[src/rtl/sdtq_pkg.sv]
// Package for the sorted deadline timer queue: beat payload structs, operation
// and status codes, and the command/status structs between controller and datapath.
// No dependencies.
package sdtq_pkg;

  localparam int QUEUE_DEPTH_DEF = 16;
  localparam int TIME_WIDTH_DEF  = 32;
  localparam int ID_W            = 4;

  localparam logic [1:0] OP_TICK   = 2'd0;
  localparam logic [1:0] OP_ADD    = 2'd1;
  localparam logic [1:0] OP_REMOVE = 2'd2;

  localparam logic [1:0] ST_OK     = 2'd0;
  localparam logic [1:0] ST_FULL   = 2'd1;
  localparam logic [1:0] ST_DUP    = 2'd2;
  localparam logic [1:0] ST_ABSENT = 2'd3;

  typedef struct packed {
    logic [1:0]      operation;
    logic [ID_W-1:0] timer_id;
    logic [31:0]     timer_length;
  } sdtq_in_t;

  typedef struct packed {
    logic            expired;
    logic [ID_W-1:0] expired_id;
    logic [1:0]      status;
    logic [31:0]     current_time;
  } sdtq_out_t;

  typedef struct packed {
    logic load;
    logic scan;
    logic grow_init;
    logic grow;
    logic place;
    logic commit;
  } sdtq_cmd_t;

  typedef struct packed {
    logic scan_done;
    logic grow_done;
    logic add_go;
    logic out_free;
  } sdtq_sts_t;

endpackage

[src/rtl/sdtq_ram.sv]
// Generic simple dual-port RAM with one write port and one registered read port.
// No dependencies.
module sdtq_ram #(
  parameter int WIDTH = 8,
  parameter int DEPTH = 16
) (
  input  logic                     clk,
  input  logic                     we,
  input  logic [$clog2(DEPTH)-1:0] waddr,
  input  logic [WIDTH-1:0]         wdata,
  input  logic                     re,
  input  logic [$clog2(DEPTH)-1:0] raddr,
  output logic [WIDTH-1:0]         rdata
);

  logic [WIDTH-1:0] mem [DEPTH];

  always_ff @(posedge clk) begin
    if (we) begin
      mem[waddr] <= wdata;
    end
    if (re) begin
      rdata <= mem[raddr];
    end
  end

endmodule

[src/rtl/sdtq_ctrl.sv]
// Controller state machine for the sorted deadline timer queue.
// Depends on sdtq_pkg for the command and status structs.
module sdtq_ctrl (
  input  logic              clk,
  input  logic              rst_n,
  input  logic              in_valid,
  output logic              in_ready,
  output sdtq_pkg::sdtq_cmd_t cmd,
  input  sdtq_pkg::sdtq_sts_t sts
);
  import sdtq_pkg::*;

  typedef enum logic [1:0] {
    S_IDLE,
    S_SCAN,
    S_GROW,
    S_DONE
  } state_t;

  state_t state_r, state_nxt;
  logic   in_ready_r, in_ready_nxt;

  assign in_ready = in_ready_r;

  always_comb begin
    state_nxt    = state_r;
    in_ready_nxt = in_ready_r;
    cmd          = '0;
    unique case (state_r)
      S_IDLE: begin
        if (in_valid) begin
          cmd.load     = 1'b1;
          state_nxt    = S_SCAN;
          in_ready_nxt = 1'b0;
        end
      end
      S_SCAN: begin
        cmd.scan = 1'b1;
        if (sts.scan_done) begin
          if (sts.add_go) begin
            cmd.grow_init = 1'b1;
            state_nxt     = S_GROW;
          end else begin
            state_nxt = S_DONE;
          end
        end
      end
      S_GROW: begin
        cmd.grow = 1'b1;
        if (sts.grow_done) begin
          cmd.place = 1'b1;
          state_nxt = S_DONE;
        end
      end
      S_DONE: begin
        if (sts.out_free) begin
          cmd.commit   = 1'b1;
          state_nxt    = S_IDLE;
          in_ready_nxt = 1'b1;
        end
      end
      default: begin
        state_nxt    = S_IDLE;
        in_ready_nxt = 1'b1;
      end
    endcase
  end

  always_ff @(posedge clk) begin
    if (!rst_n) begin
      state_r    <= S_IDLE;
      in_ready_r <= 1'b1;
    end else begin
      state_r    <= state_nxt;
      in_ready_r <= in_ready_nxt;
    end
  end

endmodule

[src/rtl/sdtq_dp.sv]
// Datapath of the sorted deadline timer queue: timestamp, entry count, entry
// memory with its sweep pointer, scan flags and the result register.
// Depends on sdtq_pkg and sdtq_ram.
module sdtq_dp #(
  parameter int QUEUE_DEPTH = sdtq_pkg::QUEUE_DEPTH_DEF,
  parameter int TIME_WIDTH  = sdtq_pkg::TIME_WIDTH_DEF
) (
  input  logic                clk,
  input  logic                rst_n,
  input  sdtq_pkg::sdtq_in_t  in_data,
  output logic                out_valid,
  input  logic                out_ready,
  output sdtq_pkg::sdtq_out_t out_data,
  input  sdtq_pkg::sdtq_cmd_t cmd,
  output sdtq_pkg::sdtq_sts_t sts
);
  import sdtq_pkg::*;

  localparam int AW = $clog2(QUEUE_DEPTH);
  localparam int CW = $clog2(QUEUE_DEPTH + 1);
  localparam int RW = TIME_WIDTH + ID_W;

  logic [TIME_WIDTH-1:0] now_r, now_nxt;
  logic [CW-1:0]         count_r, count_nxt;
  logic [1:0]            op_r, op_nxt;
  logic [ID_W-1:0]       id_r, id_nxt;
  logic [TIME_WIDTH-1:0] dl_r, dl_nxt;
  logic [CW-1:0]         idx_r, idx_nxt;
  logic                  rv_r, rv_nxt;
  logic [AW-1:0]         ra_r, ra_nxt;
  logic                  hit_r, hit_nxt;
  logic [ID_W-1:0]       hit_id_r, hit_id_nxt;
  logic                  dup_r, dup_nxt;
  logic                  pos_set_r, pos_set_nxt;
  logic [CW-1:0]         pos_r, pos_nxt;
  logic                  out_valid_r, out_valid_nxt;
  sdtq_out_t             out_r, out_nxt;

  logic                  ram_we, ram_re;
  logic [AW-1:0]         ram_waddr, ram_raddr;
  logic [RW-1:0]         ram_wdata, rd_data;
  logic [TIME_WIDTH-1:0] rd_dl;
  logic [ID_W-1:0]       rd_id;
  logic [CW-1:0]         idx_m1;
  logic                  full;
  logic [63:0]           now_ext;

  sdtq_ram #(
    .WIDTH(RW),
    .DEPTH(QUEUE_DEPTH)
  ) u_entries (
    .clk  (clk),
    .we   (ram_we),
    .waddr(ram_waddr),
    .wdata(ram_wdata),
    .re   (ram_re),
    .raddr(ram_raddr),
    .rdata(rd_data)
  );

  assign rd_dl   = rd_data[RW-1:ID_W];
  assign rd_id   = rd_data[ID_W-1:0];
  assign idx_m1  = idx_r - 1'b1;
  assign full    = (count_r == CW'(QUEUE_DEPTH));
  assign now_ext = 64'(now_r);

  assign sts.scan_done = (idx_r >= count_r) && !rv_r;
  assign sts.grow_done = (idx_r <= pos_r) && !rv_r;
  assign sts.add_go    = (op_r == OP_ADD) && !dup_r && !full;
  assign sts.out_free  = !out_valid_r || out_ready;

  assign out_valid = out_valid_r;
  assign out_data  = out_r;

  always_comb begin
    now_nxt       = now_r;
    count_nxt     = count_r;
    op_nxt        = op_r;
    id_nxt        = id_r;
    dl_nxt        = dl_r;
    idx_nxt       = idx_r;
    rv_nxt        = rv_r;
    ra_nxt        = ra_r;
    hit_nxt       = hit_r;
    hit_id_nxt    = hit_id_r;
    dup_nxt       = dup_r;
    pos_set_nxt   = pos_set_r;
    pos_nxt       = pos_r;
    out_valid_nxt = out_valid_r;
    out_nxt       = out_r;
    ram_we        = 1'b0;
    ram_waddr     = '0;
    ram_wdata     = rd_data;
    ram_re        = 1'b0;
    ram_raddr     = '0;

    if (cmd.load) begin
      op_nxt      = in_data.operation;
      id_nxt      = in_data.timer_id;
      dl_nxt      = now_r + TIME_WIDTH'(in_data.timer_length);
      if (in_data.operation == OP_TICK) begin
        now_nxt = now_r + 1'b1;
      end
      hit_nxt     = 1'b0;
      dup_nxt     = 1'b0;
      pos_set_nxt = 1'b0;
      idx_nxt     = '0;
      rv_nxt      = 1'b0;
    end

    // Forward sweep: read every live slot once. Tick and remove close the gap
    // behind the popped entry by writing each later slot one place lower.
    if (cmd.scan) begin
      if (idx_r < count_r) begin
        ram_re    = 1'b1;
        ram_raddr = idx_r[AW-1:0];
        idx_nxt   = idx_r + 1'b1;
        rv_nxt    = 1'b1;
        ra_nxt    = idx_r[AW-1:0];
      end else begin
        rv_nxt = 1'b0;
      end
      if (rv_r) begin
        case (op_r)
          OP_TICK: begin
            if (hit_r) begin
              ram_we    = 1'b1;
              ram_waddr = ra_r - 1'b1;
            end else if (ra_r == '0 && rd_dl <= now_r) begin
              hit_nxt    = 1'b1;
              hit_id_nxt = rd_id;
            end
          end
          OP_REMOVE: begin
            if (hit_r) begin
              ram_we    = 1'b1;
              ram_waddr = ra_r - 1'b1;
            end else if (rd_id == id_r) begin
              hit_nxt = 1'b1;
            end
          end
          OP_ADD: begin
            if (rd_id == id_r) begin
              dup_nxt = 1'b1;
            end
            if (!pos_set_r && rd_dl > dl_r) begin
              pos_set_nxt = 1'b1;
              pos_nxt     = CW'(ra_r);
            end
          end
          default: begin
          end
        endcase
      end
    end

    if (cmd.grow_init) begin
      idx_nxt = count_r;
      rv_nxt  = 1'b0;
      if (!pos_set_r) begin
        pos_nxt = count_r;
      end
    end

    // Backward sweep: move the slots from the tail down to the insertion
    // point one place higher, opening a hole at the insertion point.
    if (cmd.grow) begin
      if (idx_r > pos_r) begin
        ram_re    = 1'b1;
        ram_raddr = idx_m1[AW-1:0];
        idx_nxt   = idx_m1;
        rv_nxt    = 1'b1;
        ra_nxt    = idx_m1[AW-1:0];
      end else begin
        rv_nxt = 1'b0;
      end
      if (rv_r) begin
        ram_we    = 1'b1;
        ram_waddr = ra_r + 1'b1;
      end
    end

    if (cmd.place) begin
      ram_we    = 1'b1;
      ram_waddr = pos_r[AW-1:0];
      ram_wdata = {dl_r, id_r};
    end

    if (cmd.commit) begin
      out_valid_nxt        = 1'b1;
      out_nxt.expired      = (op_r == OP_TICK) && hit_r;
      out_nxt.expired_id   = ((op_r == OP_TICK) && hit_r) ? hit_id_r : '0;
      out_nxt.current_time = now_ext[31:0];
      case (op_r)
        OP_ADD: begin
          if (dup_r) begin
            out_nxt.status = ST_DUP;
          end else if (full) begin
            out_nxt.status = ST_FULL;
          end else begin
            out_nxt.status = ST_OK;
            count_nxt      = count_r + 1'b1;
          end
        end
        OP_REMOVE: begin
          if (hit_r) begin
            out_nxt.status = ST_OK;
            count_nxt      = count_r - 1'b1;
          end else begin
            out_nxt.status = ST_ABSENT;
          end
        end
        OP_TICK: begin
          out_nxt.status = ST_OK;
          if (hit_r) begin
            count_nxt = count_r - 1'b1;
          end
        end
        default: begin
          out_nxt.status = ST_OK;
        end
      endcase
    end else if (out_ready) begin
      out_valid_nxt = 1'b0;
    end
  end

  always_ff @(posedge clk) begin
    if (!rst_n) begin
      now_r       <= '0;
      count_r     <= '0;
      rv_r        <= 1'b0;
      out_valid_r <= 1'b0;
    end else begin
      now_r       <= now_nxt;
      count_r     <= count_nxt;
      rv_r        <= rv_nxt;
      out_valid_r <= out_valid_nxt;
    end
  end

  always_ff @(posedge clk) begin
    op_r      <= op_nxt;
    id_r      <= id_nxt;
    dl_r      <= dl_nxt;
    idx_r     <= idx_nxt;
    ra_r      <= ra_nxt;
    hit_r     <= hit_nxt;
    hit_id_r  <= hit_id_nxt;
    dup_r     <= dup_nxt;
    pos_set_r <= pos_set_nxt;
    pos_r     <= pos_nxt;
    out_r     <= out_nxt;
  end

endmodule

[src/rtl/sorted_deadline_timer_queue.sv]
// Top level of the sorted deadline timer queue.
// Depends on sdtq_pkg, sdtq_ctrl, sdtq_dp and sdtq_ram.
//
// The block keeps a millisecond timestamp and up to QUEUE_DEPTH timer ids in
// a memory, ordered by deadline. Each input beat is a tick, an add or a
// remove, and each one yields exactly one result beat carrying the expiry
// flag and id, a status code and the timestamp after the operation. A tick
// pops at most one expired timer. Deadlines wrap modulo 2^TIME_WIDTH and are
// compared as plain unsigned values, so a deadline past the wrap point
// counts as early. All work goes through a sweep of the entry memory, which
// has one write port and one registered read port, one slot per cycle.
// Every beat runs a forward sweep over the queued entries; a successful add
// then runs a backward sweep over the entries that move up to make room,
// followed by the insertion write. An unused operation code only sweeps
// and reports ST_OK. A new beat is accepted once the previous one has been
// processed, even while its result still waits in the output register; the
// next result is only written once that one has been taken, and until then
// the block holds off its input. The entry memory needs no clearing after
// reset, since only slots below the entry count are ever read.
module sorted_deadline_timer_queue #(
  parameter int QUEUE_DEPTH = sdtq_pkg::QUEUE_DEPTH_DEF,
  parameter int TIME_WIDTH  = sdtq_pkg::TIME_WIDTH_DEF
) (
  input  logic                clk,
  input  logic                rst_n,
  input  logic                in_valid,
  output logic                in_ready,
  input  sdtq_pkg::sdtq_in_t  in_data,
  output logic                out_valid,
  input  logic                out_ready,
  output sdtq_pkg::sdtq_out_t out_data
);
  import sdtq_pkg::*;

  // Commands from the controller and status back from the datapath.
  sdtq_cmd_t cmd;
  sdtq_sts_t sts;

  // The controller sequences each beat: accept, forward sweep, optional
  // backward sweep with the insertion write, then the result commit.
  sdtq_ctrl u_ctrl (
    .clk     (clk),
    .rst_n   (rst_n),
    .in_valid(in_valid),
    .in_ready(in_ready),
    .cmd     (cmd),
    .sts     (sts)
  );

  // The datapath holds the timestamp, the entry memory and the result register.
  sdtq_dp #(
    .QUEUE_DEPTH(QUEUE_DEPTH),
    .TIME_WIDTH (TIME_WIDTH)
  ) u_dp (
    .clk      (clk),
    .rst_n    (rst_n),
    .in_data  (in_data),
    .out_valid(out_valid),
    .out_ready(out_ready),
    .out_data (out_data),
    .cmd      (cmd),
    .sts      (sts)
  );

endmodule
[config.mk]
export PLATFORM = sky130hd
export DESIGN_NAME = sorted_deadline_timer_queue
export DESIGN_NICKNAME = d
export VERILOG_FILES = /design/src/rtl/sdtq_pkg.sv /design/src/rtl/sdtq_ram.sv /design/src/rtl/sdtq_ctrl.sv /design/src/rtl/sdtq_dp.sv /design/src/rtl/sorted_deadline_timer_queue.sv
export SDC_FILE = /design/constraint.sdc
export NUM_CORES = 1
export LEC_CHECK = 0
export BUFFER_PORTS_ARGS = -buffer_cell sky130_fd_sc_hd__clkbuf_2
export CAP_MARGIN = 20
export CORE_UTILIZATION = 25
export DETAILED_ROUTE_END_ITERATION = 10
export PLACE_DENSITY = 0.41
export SETUP_SLACK_MARGIN = 0.05
export SLEW_MARGIN = 30
export SYNTH_ARGS = -nofsm -noshare
export SYNTH_HDL_FRONTEND = slang
export SYNTH_HIERARCHICAL = 1
export SYNTH_SLANG_ARGS = --single-unit
[constraint.sdc]
create_clock -name clk -period 5.5 [get_ports clk]
set_clock_uncertainty 0.15 [all_clocks]
set_input_delay 0.275 -clock clk [delete_from_list [all_inputs] [get_ports clk]]
set_output_delay 0.275 -clock clk [all_outputs]
set_load 0.02 [all_outputs]
==> results, run 1 <==
- The top-level port count is 83.
- The critical path startpoint category is a flip-flop.
- The maximum fanout along the worst path is 18.
- The minimum hold slack is 0.03690 ns.
- STA classifies the critical path endpoint as a flip-flop.
- The number of antenna diodes in the final layout is 0.
- The die covers 131100 um^2.
- The vertical extent of the die is 362.1 um.
- After detailed routing, the number of remaining DRC violations is 0.
- The number of antenna violations at the first check in global routing is 4.
- Counting distinct cell types in the post-synthesis netlist gives 75.
- The highest ir drop seen on vdd is 0.2644 mV.
- The HPWL after detailed placement is 59110 um.
- The worst pin sits at a relative slew slack of 0.3561.
- The clock root buffer is clkbuf_16.
- The number of clock buffers added by TritonCTS is 85.
- The routability congestion estimate from global placement is 0.8198.
- In the final routed layout, each cell accounts on average for 23.07 um.
- The die is 362.1 um wide.
- The routed layout has 18230 vias.
- The critical path data required time is 5.85 ns.
- The number of synthesized flops with an enable pin is 693.
- Dividing the final minimum period by the clock period gives 0.8158.
- The number of sinks on the clock net is 752.
- The area of the mapped netlist is 32410 um^2.
- The buffer depth of the longest clock path is 3.
- The initialized floorplan defines 131 standard-cell rows.
- Relative to the synthesized area, the layout overhead comes to 18.49%.
- Setup repair after global routing left no endpoint under its margin.
- The data arrival time of the critical path is 4.83 ns.
- Summed over all layers, the global routing overflow is 0.
- In the synthesized netlist the dominant register cell turns out to be edfxtp_1.
- Summed over all failing endpoints, the final setup total negative slack is 0 ns.
- The total global routing track utilization is 0.1379.
- For this run, the top clock speed supported by timing is 222.9 MHz.
- For this design the static power due to leakage is 0.01272 uW.
- At the pin with the least slew margin, the transition time is 0.9622 ns.
- The clock tree from TritonCTS is built.
- The number of maximum-capacitance constraint violations is 0.
- The total area inside the core boundary comes to 128000 um^2.
- The count of state elements after synthesis is 752.
- The count of nets left with antenna violations once routing finished came out at 0.
- The Yosys step of the flow raised 6 warnings.
- The flow ran to the end, and the final reports show no timing, DRC or antenna violations.
- The effective utilization at floorplan is 0.2532.
- The setup path with the least slack is of type reg -> reg.
- For flop-to-flop paths, the worst setup slack is 1.01 ns.
- The total count of max-transition violations in the final report is 0.
- Using the TritonRoute via totals, the vias-per-cell ratio works out to 4.642.
- Entering global routing, the biggest net connects 55 pins.
- At the end of the flow, the number of nets in the layout was 2294.
- In the synthesized netlist the async set-or-reset flop fraction comes to 0.
- After clock tree synthesis, the clock-pin slew on the worst setup and hold paths is 0.06 ns.
- For this block, the initial DRC count from the detailed router was 1406.
- The net count after synthesis is 2118.
- The shortest clock period the worst path allows after layout is 4.487 ns.
- At the end of the flow the core is filled with cells to 0.3000.
- The mean cell area of the mapped netlist is 16.60 um^2.
- After detailed routing, the total wire length is 90600 um.
- The post-synthesis sequential area ratio is 0.6785.
- The hold violation count in the final report is 0.
- Setup violations remaining at the end of the flow were counted as 0.
- The total power divided by cell area is 427.4 nW/um^2.
- During placement, the flow inserted port buffers numbering 82.
- CTS built an H-tree with a depth of 3.
- The share of final-layout standard cells stronger than drive strength 1 is 0.2229.
- The first global-routing pass estimated 131100 um of wire.
- The class of the worst hold path is in -> reg.
- For this run, the detailed router's first-pass iteration total came to 5.
- The number of global-route vias before repair came to 18610.
- The gate count of the mapped netlist is 1952.
- The design draws 16410 uW.
- The clock latency on the worst-skew pair is 0.66 ns.
==> cell families (layout without fill, tap and decap cells) <==
logic type / Yosys count / count (layout) / synth area share
AOI/OAI and AO/OA: 304 / 304 / 0.06462
xor gates and xnor gates: 65 / 65 / 0.01756
adders and majority gates: 124 / 124 / 0.04833
buffers and inverters: 167 / 413 / 0.02166
DFF: 752 / 752 / 0.6785
muxes: 184 / 184 / 0.1138
and+or+nand+nor: 356 / 356 / 0.05559
==> what timing repair did <==
item,CTS,global route
endpoints found under the setup margin,0,0
buffers inserted,0,0
endpoints found under the hold margin,43,0
resized for setup,0,0
hold buffers,19,0
==> cell usage in the layout, fill, tap and decap left out, types with 14 or more instances in the layout <==
cell type      netlist  final
a21o_1              35     34
a21oi_1             66     66
a22oi_1             72     72
and2_1              28     25
and3_1              16     16
buf_12               0     14
buf_4                0     41
clkbuf_1            35     14
clkbuf_16            0     87
clkbuf_2             0     82
clkinv_1             0     15
clkinv_2             0     19
dfxtp_1             59     59
dlygate4sd3_1        0     19
edfxtp_1           693    693
ha_1               122    122
inv_1               99     98
mux2_2              35     35
mux4_2             144    144
nand2_1             84     83
nand2b_1            14     14
nand3_1             32     32
nand4_1             29     29
nor2_1              76     63
nor2b_1             17     15
nor3_1              24     20
o21a_1              18     18
o21ai_0             38     35
xnor2_1             55     55
==> sequential cells by signal (all words and copies together), names as in the netlist <==
signal                cells
u_ctrl/state_r            2
u_ctrl/in_ready           1
u_dp/hit_id_r             4
u_dp/pos_set_r            1
u_dp/ra_r                 4
u_dp/count_r              5
u_dp/out_data            39
u_dp/idx_r                5
u_dp/rv_r                 1
u_dp/out_valid            1
u_dp/dl_r                32
u_dp/dup_r                1
u_dp/id_r                 4
u_dp/now_r               32
u_dp/hit_r                1
u_dp/u_entries/mem      576
u_dp/pos_r                5
u_dp/u_entries/rdata     36
u_dp/op_r                 2
==> worst max-delay path: stages (launching register included) <==
cell and delay (ns):
dfxtp_1 0.52, inv_1 0.08, ha_1 0.32, nor2b_1 0.14, o21a_1 0.16, o21ai_0 0.13, nand2b_1 0.09, a211o_1 0.29
buf_4 0.20, nor2b_1 0.22, o21ai_0 0.21, o21ai_1 0.43, nor2b_4 0.63, buf_4 0.41, a22oi_1 0.17, nand2_1 0.16
==> cell usage after synthesis (all sizes together), types with 35 or more instances <==
| master | n | area (um^2) |
|---|---|---|
| mux4 | 144 | 3243 |
| edfxtp | 693 | 20810 |
| xnor2 | 55 | 481.7 |
| inv | 100 | 375.4 |
| a21o | 35 | 262.8 |
| a22oi | 72 | 540.5 |
| dfxtp | 59 | 1181 |
| nor2 | 77 | 291.5 |
| mux2 | 35 | 394.1 |
| o21ai | 39 | 195.2 |
| clkbuf | 35 | 131.4 |
| ha | 122 | 1526 |
| nand2 | 84 | 315.3 |
| a21oi | 66 | 330.3 |
==> layout make-up <==
cell class,instances,area (um^2)
timing repair buffer,156,1189
sequential,752,21990
fill,12610,89600
tap,1729,2163
inverter,100,375.4
clock inverter,53,503.0
clock buffer,104,2271
multi-input combinational,1033,9915
==> final timing paths <==
| check | depth (start not counted) | endpoint | from |
|---|---|---|---|
| hold / removal | 3 | u_dp/dl_r[29] | in_data[29] |
| setup reg to reg | 15 | u_dp/u_entries/rdata[5] | u_dp/count_r[1] |
| hold reg to reg | 2 | u_dp/pos_r[4] | u_dp/pos_r[4] |
| setup / recovery | 15 | u_dp/u_entries/rdata[5] | u_dp/count_r[1] |
==> routing by layer <==
layer	global-route usage	vias up	routed length, um
li1	-	8100	-
met1	0.1946	9579	42790
met2	0.2148	446	41390
met3	0.02350	103	4402
met4	0.04354	0	2029
met5	0	-	0
==> power by group <==
group / internal (uW) / switching, uW
sequential: 7230 / 375
combinational: 1180 / 1980
clock: 3280 / 2360
total: 11700 / 4720
==> per-stage QoR <==
| stage | cells | setup WS, ns | area (um^2) |
|---|---|---|---|
| 2_1_floorplan | 1952 | 0.3848 | 32430 |
| 3_3_place_gp | 3751 | 1.061 | 35430 |
| 3_5_place_dp | 3751 | 1.027 | 35440 |
| 4_1_cts | 3927 | 0.9974 | 38400 |
| 5_1_grt | 3927 | 0.6728 | 38410 |
| 6_report | 3927 | 1.013 | 38410 |
No activity file was read; power rests on OpenSTA's default activity.
==> inputs of run 2 (changes only) <==
PLACE_DENSITY = 0.4   (was 0.41)
clock period = 4.6 ns   (was 5.5 ns; I/O delays follow)
==> run 2 against run 1 <==
Sequential power is 19% higher. Design area rose by 1.1%. Worst setup slack got worse by 0.69 ns. Clock power is 21% higher. Critical endpoint is now u_dp/u_entries/rdata[27]. Register-to-register slack lost 0.69 ns. Sequential share of layout area down 0.61 points. Maximum frequency increased by 5.0%. Non-clock buffer count is 33 higher.
==> results, run 2 (synthesis results as in run 1) <==
- The run finished with clean final reports.
- 83 I/O pins were placed.
- The highest ir drop seen on vdd is 0.2398 mV.
- The hold violation count in the final report is 0.
- The full die area is 131100 um^2.
- Dividing the final minimum period by the clock period gives 0.9287.
- Hold is met by 0.04759 ns.
- The maximum level of the CTS H-tree is 3.
- The buffer depth of the longest clock path is 3.
- The via-per-instance ratio is 4.618.
- The routed design could run at a clock period as short as 4.272 ns.
- The worst max-slew margin expressed relative to the limit is 0.3799.
- In this run the cell area measured after placement is 35630 um^2.
- The clock buffer count from CTS is 85.
- The number of remaining DRC errors is 0.
- Compared with the post-synthesis result, the final layout area differs by 19.77%.
- After the last flow step, the layout net total stands at 2327.
- The remaining global-route overflow is 0.
- Setup repair after global routing left no endpoint under its margin.
- The worst setup path is captured at a flip-flop.
- Summed over all layers, the routed wires come to 92170 um.
- The core area is 128000 um^2.
- The first detailed-routing pass took 5 iterations.
- The detailed placement HPWL is 58610 um.
- The static leakage is 0.01291 uW.
- The number of global-route vias before repair came to 19060.
- The total power divided by cell area is 508.2 nW/um^2.
- The count of vias placed by the detailed router is 18300.
- The total count of max-transition violations in the final report came to 0.
- The routability congestion estimate from global placement is 0.8362.
- The setup path with the least slack is of type reg -> reg.
- The detail route stage leaves a number of antenna-violating nets equal to 0.
- STA classifies the critical path startpoint as a flip-flop.
- The cell area after layout is 38820 um^2.
- Port buffering added 82 buffers.
- The first global-routing pass estimated 134200 um of wire.
- The library cell used most frequently in the layout, excluding fill and tap cells, is edfxtp_1.
- Max-cap violations in this run came to 0.
- For this run, the share of the core covered by cells in the final layout is 0.3033.
- The register with the most flip-flops is u_dp/u_entries/mem.
- The number of sinks on the clock net is 752.
- Data on the critical path arrives at its endpoint at 4.50 ns.
- The clock latency on the worst-skew pair is 0.67 ns.
- The final total negative setup slack is 0 ns.
- The number of gates resized after CTS was 0.
- The detailed router finished its first iteration with 1217 violations.
- Across every metal layer, demand over resource in global routing totals 0.1410.
- The flip-flop count of the largest register, all copies and words added is 576.
- From left edge to right edge, the die measures 362.1 um.
- The post-CTS setup repair buffer count is 0.
- After floorplanning, the core was divided into 131 placement rows.
- For this configuration, the core starts out at a cell density of 0.2532.
- The maximum number of pins on one net before global-route repair is 57.
- Along the worst path, the maximum fanout reaches 56.
- The routed length per placed instance is 23.26 um.
- The tree is rooted in a clkbuf_16.
- For the pin with the worst max-slew slack, the measured transition is 0.9222 ns.
- At the worst endpoint, the required time is 4.83 ns.
- Setup violations remaining at the end of the flow were counted as 0.
- The number of antenna violations at the first check in global routing is 7.
- Measured along the y axis, the die boundary spans 362.1 um.
- The register clock-pin slew on the reported worst setup and hold paths is 0.06 ns.
- In the final layout, the share of cells above drive strength 1 is 0.2260.
- The library cells used most frequently in the layout, excluding fill and tap cells, are edfxtp_1, mux4_2, ha_1.
- The class of the worst hold path is in -> reg.
- The clock tree from TritonCTS is built.
- Based on the critical path, the design can be clocked at up to 234.1 MHz.
run 2: cell count changes in the layout (fill, tap and decap cells not counted), sizes merged:
cell,previous run,this run
buf,55,71
clkbuf,186,181
bufinv,7,9
clkinv,38,40
dlygate4sd3,19,36
diode,0,3
run 2: cell type report:
class / instances / area (um^2)
multi-input cells: 1033 / 9911
diodes: 3 / 7.507
fillers: 12610 / 89190
inverters: 100 / 375.4
clock buffers: 99 / 2242
well taps: 1729 / 2163
flip-flops and latches: 752 / 21990
repair buffers: 189 / 1554
clock inverters: 57 / 576.8
run 2: per-layer routing:
layer,routed length [um],vias to the layer above,track usage,share of wire
met5,0,-,0,0
met4,2025,0,0.04121,0.022
met3,4937,106,0.02523,0.054
met2,43120,449,0.2250,0.47
met1,42080,9571,0.1948,0.46
li1,-,8171,-,-
run 2: power by group:
part,switching (uW),internal [uW]
Sequential,439,8640
Combinational,2330,1470
Clock,2840,4020
run 2: worst max-delay path, stage by stage, from the launching register on:
cell and delay (ns):
dfxtp_1 0.51, inv_1 0.08, ha_1 0.31, nor2b_1 0.13
o21a_1 0.15, o21ai_0 0.14, nand2b_1 0.10, a211o_1 0.41
nor2b_1 0.29, a21o_4 0.22, buf_12 0.39, mux4_2 0.57
a22oi_1 0.36, nand2_1 0.09
run 2: final timing paths:
kind,from,end,slack (ns),cells past startpoint
worst min register to register,u_dp/pos_r[4],u_dp/pos_r[4],0.32,2
worst max-delay path,u_dp/count_r[1],u_dp/u_entries/rdata[27],0.33,13
worst max register to register,u_dp/count_r[1],u_dp/u_entries/rdata[27],0.33,13
worst min-delay path,in_data[25],u_dp/dl_r[26],0.05,4
run 2: what timing repair did:
item,in CTS,in global routing
hold buffers,36,0
hold endpoints to repair,60,0
setup endpoints to repair,0,0
run 2: metrics by stage:
stage          power [uW]  std cells  setup WS, ns
6_report            19730       3962        0.3278
4_1_cts             20030       3959        0.3315
3_3_place_gp        12970       3767        0.4376
3_5_place_dp        13060       3767        0.3664
2_1_floorplan       11480       1952       -0.5152
5_1_grt             20690       3959       0.05174
==> inputs of run 3 (changes only) <==
clock period = 4.1 ns   (was 4.6 ns; I/O delays follow)
==> run 3 against run 2 <==
Sequential share of layout area is 1.0 points lower. Final cell count rose by 1.1%. Non-clock buffer count grew 43. Clock-buffer cell count increased by 6. Worst hold slack got worse by 0.017 ns. Critical endpoint is now u_dp/u_entries/mem[0][30].
==> results, run 3 (synthesis results as in run 1) <==
- Power spread over the standard cell area amounts to 559.1 nW/um^2.
- The number of rows created at floorplan is 131.
- The first global-routing pass estimated 134700 um of wire.
- After layout, the minimum clock period comes to 3.874 ns.
- The remaining antenna violation count is 0.
- Of the cells placed in the final design, the portion with a size suffix greater than 1 is 0.2454.
- The top cell types in the final layout, fill and taps aside, are edfxtp_1, mux4_2, ha_1.
- In this run the top signal layer used is met4.
- The hold violation count in the final report is 0.
- The capturing element type of the critical path is a flip-flop.
- The total area of multi-input combinational cells is 9961 um^2.
- The register clock-pin slew on the reported worst setup and hold paths is 0.07 ns.
- The share of the clock period used by the worst path after layout is 0.9448.
- The worst setup slack after layout is 0.2261 ns.
- STA puts the critical path data arrival time at 4.06 ns.
- The type of the setup path with the least slack is reg -> reg.
- The routed length on met2 is 45250 um.
- Of the total power, combinational logic draws 0.205.
- The static leakage is 0.01323 uW.
- The number of maximum-capacitance constraint violations is 0.
- The clock drives 752 sinks.
- Entering global routing, the biggest net connects 41 pins.
- At the end of the flow, the number of nets in the layout was 2370.
- The clock root buffer is clkbuf_16.
- The die is 362.1 um wide.
- From synthesis to final layout, the design area changed by 21.98%.
- The register with the most flip-flops is u_dp/u_entries/mem.
- The total global routing track utilization is 0.1408.
- The number of global-route vias before repair is 19050.
- In the routed layout, each cell is associated on average with a via count of 4.643.
- The total count of max-transition violations in the final report is 0.
- Detailed routing placed a total of 3342 um of wire on met3.
- The critical path data required time is 4.28 ns.
- In the routed design, unresolved DRC markers number 0.
- The sequential cell fraction of total power is 0.460.
- The length of the first detailed-routing pass in iterations is 5.
- The post-place setup slack is 0.08215 ns.
- The clock latency on the worst-skew pair is 0.67 ns.
- The number of filler instances in the final layout is 12480.
- The class of the worst hold path is in -> reg.
- The run finished with clean final reports.
- The worst setup path is launched from a flip-flop.
- The number of antenna violations at the first check in global routing came to 4.
- The routability congestion estimate from global placement is 0.8253.
- The remaining global-route overflow is 0.
- The maximum level of the CTS H-tree is 3.
- The detailed placement HPWL is 59740 um.
- Setup violations remaining at the end of the flow were counted as 0.
- Measured against its own limit, the worst slew margin works out to 0.4163.
- At the pin with the least slew margin, the transition time is 0.8675 ns.
- The number of port buffers is 82.
- In this run the worst path has a maximum fanout of 18.
- The routed length per placed instance is 23.46 um.
- Wires add up to 93940 um.
- The end-of-flow core utilization is 0.3089.
- After layout, the design draws a total of 22110 uW.
- Hold timing on the final database bottoms out at a slack of 0.03085 ns.
- The fraction of power spent switching nets is 0.2884.
- Across all layers, the routed design uses 18600 vias.
- For this block, wires on met1 add up to 43680 um.
- The effective utilization at floorplan is 0.2532.
- The most common cell after layout, fill and taps aside is edfxtp_1.
- The internal power is 15730 uW.
- The worst-case IR drop observed on VDD is 0.3068 mV.
- The clock buffer count from CTS is 85.
- The full die area is 131100 um^2.
- TritonCTS built the clock tree.
- The floorplan step defined a core boundary enclosing 128000 um^2.
- In this run the vertical extent of the chip is 362.1 um.
- The net switching power figure is 6377 uW.
- The register area is 21990 um^2.
- Setup repair after global routing left no endpoint under its margin.
- Of the total power, the clock network draws 0.335.
- The buffer depth of the longest clock path is 3.
- The flip-flop count of the largest register, all copies and words added is 576.
- For this block, the initial DRC count from the detailed router was 1455.
- 83 I/O pins were placed.
- The maximum operating frequency is 258.1 MHz.
-- run 3: cell types whose count changed in the layout (fill, tap and decap cells not counted), sizes merged, moves of 3 or more --
cell | previous run | this run
buf | 71 | 114
clkinvlp | 4 | 1
bufinv | 9 | 6
clkbuf | 181 | 192
dlygate4sd3 | 36 | 31
-- run 3: routing by layer --
layer,global-route usage,vias to the layer above
met5,0,-
met4,0.03539,0
met3,0.01661,116
met2,0.2348,445
met1,0.1937,9762
li1,-,8273
-- run 3: cell type report --
cell class / count / area share
antenna: 2 / 0.0001266
tap: 1729 / 0.05472
timing repair buffer: 232 / 0.05959
clock buffer: 105 / 0.05595
clock inverter: 52 / 0.01196
sequential: 752 / 0.5562
inverter: 100 / 0.009494
multi-input combinational: 1033 / 0.2519
-- run 3: worst paths after layout --
check,endpoint,slack [ns],startpoint,depth (start not counted)
worst max register to register,u_dp/u_entries/mem[0][30],0.23,u_dp/pos_r[1],14
worst min-delay path,u_dp/rv_r,0.03,rst_n,3
worst min register to register,u_dp/pos_r[4],0.32,u_dp/pos_r[4],2
worst max-delay path,u_dp/u_entries/mem[0][30],0.23,u_dp/pos_r[1],14
-- run 3: power groups by stage --
stage / Clock (uW) / Combinational, uW / Sequential, uW
6_report: 7410 / 4540 / 10200
4_1_cts: 7630 / 4480 / 10200
2_1_floorplan: 0 / 2830 / 10100
3_3_place_gp: 0 / 4330 / 10300
3_5_place_dp: 0 / 4440 / 10300
5_1_grt: 7890 / 5000 / 10200
-- run 3: through the flow --
step	cell area, um^2	TNS, ns	std cells
final	39540	0	4005
after global routing	39530	0	4003
after CTS	39260	0	3990
after detailed placement	36260	0	3802
after global placement	36260	0	3802
after floorplan	32560	-8.397	1952
-- run 3: repair_timing --
item                       4_1_cts  5_1_grt
hold buffers                    31        0
cloned                           0        5
gates resized for setup          1       19
hold endpoints to repair        35        0
buffers inserted                 0        8
setup endpoints to repair        4      357
pin swaps                        0        2
-- run 3: critical path, cell delays in order, from the launching register on --
cell       delay (ns)
dfxtp_1          0.33
inv_1            0.09
ha_1             0.29
nor2b_1          0.13
o21a_1           0.16
o21a_1           0.16
o21a_1           0.18
o21ai_0          0.16
nor2b_2          0.23
and2_2           0.29
buf_4            0.30
a21oi_2          0.19
buf_4            0.22
nor3_4           0.31
clkbuf_16        0.33
